`config.mk`:
```
export PLATFORM = sky130hd
export DESIGN_NAME = gca_ctrl
export DESIGN_NICKNAME = d
export VERILOG_FILES = /design/src/gca_pkg.sv /design/src/gca_ctrl.sv
export SDC_FILE = /design/constraint.sdc
export NUM_CORES = 1
export LEC_CHECK = 0
export ABC_AREA = 1
export BUFFER_PORTS_ARGS = -buffer_cell sky130_fd_sc_hd__buf_2
export CORE_AREA = 2 2 39 41
export DETAILED_ROUTE_END_ITERATION = 16
export DIE_AREA = 0 0 41 43
export SYNTH_ARGS = -nofsm -noshare
export SYNTH_HDL_FRONTEND = slang
export SYNTH_SLANG_ARGS = --single-unit
export TNS_END_PERCENT = 50
```
`constraint.sdc`:
```
create_clock -name i_clk -period 1.3 [get_ports i_clk]
set_clock_uncertainty 0.15 [all_clocks]
set_input_delay 0.13 -clock i_clk [delete_from_list [all_inputs] [get_ports i_clk]]
set_output_delay 0.13 -clock i_clk [all_outputs]
set_load 0.01 [all_outputs]
```
`src/gca_pkg.sv`:
```
// Shared constants, types and helpers for the grid clearance annotator.
package gca_pkg;

    localparam int MAX_SIDE = 64;
    localparam int COORD_W  = $clog2(MAX_SIDE);
    localparam int SIDE_W   = COORD_W + 1;
    localparam int ADDR_W   = 2 * COORD_W;
    localparam int DEPTH    = MAX_SIDE * MAX_SIDE;
    localparam int CLR_W    = 7;
    localparam int WORD_W   = CLR_W + 1;

    localparam logic [CLR_W-1:0] CLR_MAX = {CLR_W{1'b1}};

    // operation codes
    localparam logic [1:0] OP_WRITE    = 2'd0;
    localparam logic [1:0] OP_CLEAR    = 2'd1;
    localparam logic [1:0] OP_ANNOTATE = 2'd2;
    localparam logic [1:0] OP_READ     = 2'd3;

    // configuration register indexes
    localparam logic CFG_WIDTH  = 1'b0;
    localparam logic CFG_HEIGHT = 1'b1;

    // controller -> datapath
    typedef struct packed {
        logic load;      // latch the incoming transaction
        logic wr_cell;   // write the latched cell
        logic clr_step;  // clear one memory word
        logic ann_step;  // issue reads for one annotate cell
        logic emit;      // produce the result
    } t_cmd;

    // datapath -> controller
    typedef struct packed {
        logic clr_last;
        logic ann_last;
    } t_sts;

    // clamp a side register to 1..MAX_SIDE
    function automatic logic [SIDE_W-1:0] sat_side(input logic [SIDE_W-1:0] v);
        logic [SIDE_W-1:0] res;
        res = v;
        if (v == '0) begin
            res = SIDE_W'(1);
        end else if (v > SIDE_W'(MAX_SIDE)) begin
            res = SIDE_W'(MAX_SIDE);
        end
        return res;
    endfunction

endpackage

```
`src/gca_ctrl.sv`:
```
// Controller state machine of the grid clearance annotator.
module gca_ctrl import gca_pkg::*; (
    input  logic       i_clk,
    input  logic       i_rst_n,
    input  logic       start,
    input  logic [1:0] i_operation,
    input  t_sts       i_sts,
    output t_cmd       o_cmd,
    output logic       busy
);

    localparam logic [2:0] S_IDLE  = 3'd0;
    localparam logic [2:0] S_WRITE = 3'd1;
    localparam logic [2:0] S_READ  = 3'd2;
    localparam logic [2:0] S_RDATA = 3'd3;
    localparam logic [2:0] S_CLEAR = 3'd4;
    localparam logic [2:0] S_ANN   = 3'd5;
    localparam logic [2:0] S_DRAIN = 3'd6;

    logic [2:0] r_state, n_state;
    logic       r_clr_op, n_clr_op;   // sweep belongs to a clear transaction, not reset

    always_comb begin
        n_state  = r_state;
        n_clr_op = r_clr_op;
        o_cmd    = '0;
        unique case (r_state)
            S_IDLE: begin
                if (start) begin
                    o_cmd.load = 1'b1;
                    unique case (i_operation)
                        OP_WRITE:    n_state = S_WRITE;
                        OP_READ:     n_state = S_READ;
                        OP_ANNOTATE: n_state = S_ANN;
                        OP_CLEAR: begin
                            n_state  = S_CLEAR;
                            n_clr_op = 1'b1;
                        end
                    endcase
                end
            end
            S_WRITE: begin
                o_cmd.wr_cell = 1'b1;
                o_cmd.emit    = 1'b1;
                n_state       = S_IDLE;
            end
            S_READ: begin
                n_state = S_RDATA;
            end
            S_RDATA: begin
                o_cmd.emit = 1'b1;
                n_state    = S_IDLE;
            end
            S_CLEAR: begin
                o_cmd.clr_step = 1'b1;
                if (i_sts.clr_last) begin
                    o_cmd.emit = r_clr_op;
                    n_clr_op   = 1'b0;
                    n_state    = S_IDLE;
                end
            end
            S_ANN: begin
                o_cmd.ann_step = 1'b1;
                if (i_sts.ann_last) begin
                    n_state = S_DRAIN;
                end
            end
            S_DRAIN: begin
                // last cell is written this cycle
                o_cmd.emit = 1'b1;
                n_state    = S_IDLE;
            end
            default: begin
                n_state = S_IDLE;
            end
        endcase
    end

    always_ff @(posedge i_clk) begin
        if (!i_rst_n) begin
            r_state  <= S_CLEAR;
            r_clr_op <= 1'b0;
        end else begin
            r_state  <= n_state;
            r_clr_op <= n_clr_op;
        end
    end

    assign busy = (r_state != S_IDLE);

endmodule

```
# Word level (Yosys, flattened, before mapping)
# Index checks and enable logic that the tools add are counted.
# classes
n_eq_ne	13
mux	16
reduce_logical	7
# op_table
operator	n
$pmux W3 S4	2
$eq A3 B3 Y1 const B	3
$mux W1	9
$mux W3	3
$eq A3 B2 Y1 const B	2
$ne A2 B2 Y1 const B	3
$eq A2 B2 Y1 const B	2
$pmux W1 S2	2
$reduce_and A4 Y1	1
$eq A3 B1 Y1 const B	1
$logic_not A3 Y1	1
$reduce_and A3 Y1	1
$reduce_bool A3 Y1	1
$reduce_or A3 Y1	1
$eq A2 B1 Y1 const B	1
$logic_not A2 Y1	1
$ne A2 B1 Y1 const B	1
$reduce_bool A2 Y1	1
# totals
register_bits	4
input_bits	7
word_cells	38
out_inout_bits	6

# Longest topological paths before layout
# logic_depth
ltp_word	4
mapped_depth	6
mapped_depth_nobuf	6

# Least setup slack after synthesis
# OpenSTA, ideal clock, no wires.
# synth_timing
kind	register -> register
from	reg r_state[2]
to	reg r_clr_op
n_path_buf	1
path_stages_with_launch	7
setup_time_ns	0.066
period_less_slack_ns	1.164
required_time_ns	1.084
arrival_ns	0.948
slack_ns	0.136
cell_sequence	dfxtp_1 -> buf_6 -> nor2_4 -> nand2_2 -> nor2_4 -> nand2_1 -> a21oi_2
# synth_via
elab_chain_cells	3
elab_cells_between_ends	8
cone_classes	4 x eq/ne; 1 x mux; 3 x reduce/logical
# synth_lines
element	line	text
from (decl)	gca_ctrl.sv:20	logic [2:0] r_state, n_state;
from (signal assigned)	gca_ctrl.sv:84	r_state <= n_state;
$eq A3 B3 Y1 or $logic_not A3 Y1 (tied branches)	gca_ctrl.sv:27	unique case (r_state)
$ne A2 B2 Y1 (no line), or another cell as far along	--	
$reduce_and A4 Y1 (no line)	--	
to (signal assigned)	gca_ctrl.sv:85	r_clr_op <= n_clr_op;
to (decl)	gca_ctrl.sv:21	logic r_clr_op, n_clr_op;
# Several ways; a longest one is shown, not always the timed one.
# A chain may end at the register's enable or synchronous reset.

==> reports/results.ini <==
[outcome]
status = finished with violations
failed_checks = setup timing

[floorplan]
die_h_um = 43
io_pins = 13
core_um2 = 1380
dieArea_um2 = 1760
rows = 14
initial_utilization_pct = 26.7
die_width_um = 41

[grt]
grt_pass1_wl_mm = 1.61
track_usage_pct = 13.4
gr-total-overflow = 0
grt_start_max_net_pins = 9
grt_antenna_before_repair = 0
grt_pass1_vias = 423

[sta]
rsz0062_at_grt = yes
fmax_ghz = 0.761
whs_ns = 0.0224
finalSetupViolations = 1
worst_pin_slew_ns = 0.171
slew_headroom_pct = 88.6
min_period_ns = 1.31
hold_violations = 0
period_share_pct = 101
worst_slack_ns = -0.0144
final-max-slew-violation-count = 0

[power_and_ir_drop]
combPwrFrac_pct = 63.8
power_leakage_nw = 0.280
clkPwrFrac_pct = 12.2
p_int_mw = 0.690
peakVddDrop_uv = 597
powerDensity_nw_per_um2 = 2430
swShare_pct = 46.5
total_power_mw = 1.29
p_seq_share_pct = 23.9
netSwitchingPower_mw = 0.599

[critical_path]
cp.required_ns = 1.02
crit_type = reg -> out
cp.arrival_ns = 1.03
path_max_fanout = 7
start_kind = flip-flop
crit_path_end_kind = output port

[finish]
multi_input_area_um2 = 249
fin_nets = 86
areaGrowthSynthToFinish_pct = 43.7
fillers = 154
ff_latch_area_um2 = 92.6
n_antenna_cell = 0
drive_gt1_share_pct = 47.9
utilization_pct = 38.3

[clock_network]
clock_tree.root_cell = clkbuf_4
cts_made_buffers = 3
clk_pin_slew_ns = 0.04
cts_buffer_depth = 2
clkSinkCount = 4
cts_tree = done
cts_hold_buffers = 0
insertion_delay_ns = 0.24
htreeDepth = 1

[detailed_routing]
drt-pass1-iter-count = 4
num_vias = 394
vias_per_cell = 4.43
drtIter0Drc = 7
wirelength_um = 898
drt_drc_violations_left = 0
detail-route-antenna-nets = 0
wl_per_cell_um = 10.1

[yosys]
synth_fp_nets = 65
post_synth_fa_ha_maj_area_fraction_pct = 13.6
synth_top_family_by_area = simple AND/OR/NAND/NOR gates
synth-compound-area-share_pct = 6.44
synthesis.area_um2 = 369
synth.mux.area_fraction_pct = 0
yosys.area_share.simple_pct = 45.1
synthXorXnorAreaFrac_pct = 0
synth_seq_cells = 4
syn_inst = 54
ys_types = 17
yosysWarnings = 0
yosysSeqAreaShare_pct = 21.7
synth_area_per_cell_um2 = 6.84

[placement]
port_buffers = 12
gp_congestion = 0.781
dp_hpwl_um = 645

[flow_run]
cap_violations = 0

[worst_hold_path]
hp-class = in -> reg

layer usage:
metal	vias to the layer above	track usage (%)	wire, um
li1	211	-	-
met1	176	15.1	359
met2	7	21.6	504
met3	0	6.28	35
met4	0	4.00	0
met5	-	0	0
cells in the mapped netlist:
cell type	n	area share, %
nor2_1	9	9.2
inv_1	8	8.1
nand2_1	6	6.1
nand3_1	5	6.8
dfxtp_1	4	22
ha_1	4	14
nand4_1	4	6.8
a21oi_1	2	2.7
inv_2	2	2.0
nand3_2	2	5.4
nor2_4	2	6.1
a21oi_2	1	2.4
and3_1	1	1.7
buf_6	1	3.1
nand2_2	1	1.7
nor3_1	1	1.4
o21ai_0	1	1.4
power by group through the flow:
stage	combinational, mW	sequential, mW	clock [mW]
after detailed placement	0.635	0.274	0
after global placement	0.628	0.272	0
final	0.822	0.308	0.158
after CTS	0.753	0.306	0.161
after floorplan	0.530	0.226	0
after global routing	0.936	0.318	0.179
cells in the final DEF (no fill, tap or decap), drive strengths merged:
master / synthesis / final
a21oi: 3 / 3
and3: 1 / 1
buf: 1 / 17
clkbuf: 0 / 3
dfxtp: 4 / 4
ha: 4 / 4
inv: 10 / 10
nand2: 7 / 7
nand3: 7 / 7
nand4: 4 / 4
nor2: 11 / 11
nor3: 1 / 1
o21ai: 1 / 1
stage by stage:
stage / setup TNS, ns / setup WS (ns) / cells / area [um^2]
3_3_place_gp: 0 / 0.110 / 81 / 438
4_1_cts: -0.0330 / -0.0190 / 88 / 510
3_5_place_dp: 0 / 0.0937 / 81 / 438
5_1_grt: -0.201 / -0.0853 / 89 / 531
2_1_floorplan: 0 / 0.136 / 54 / 369
6_report: -0.0144 / -0.0144 / 89 / 531
state kept, by name, indices dropped and copies added (netlist names):
signal,flops
r_state,3
r_clr_op,1
worst max-delay path: stages (launching register included):
cell	delay, ns
dfxtp_4	0.36
nor2_4	0.15
nand2_2	0.09
nor2_4	0.09
buf_6	0.10
timing repair:
item | 4_1_cts | 5_1_grt
pin swaps | 4 | 3
setup buffers | 4 | 1
gates resized for setup | 11 | 3
endpoints found under the setup margin | 6 | 6
cells by family (layout without fill, tap and decap cells):
logic type / count (synthesis) / after routing
AOI/OAI and AO/OA: 4 / 4
adders and majority gates: 4 / 4
buffers and inverters: 11 / 30
DFF: 4 / 4
and+or+nand+nor: 31 / 31
path summary, 6_finish.rpt:
kind	startpoint	to	slack, ns	depth (start not counted)
worst max register to register	r_state[1]	r_state[2]	0.07	5
worst max-delay path	r_state[2]	o_cmd[4]	-0.01	4
worst min register to register	r_clr_op	r_clr_op	0.31	2
worst min-delay path	i_rst_n	r_clr_op	0.02	3
cell type report:
| type | instances | area share, % |
|---|---|---|
| Clock buffer | 3 | 4.25 |
| Inverter | 10 | 8.02 |
| Timing Repair Buffer | 17 | 19.6 |
| Tap cell | 16 | 3.77 |
| Sequential cell | 4 | 17.5 |
| Multi-Input combinational cell | 39 | 46.9 |
Power figures use the tool's default switching activity.
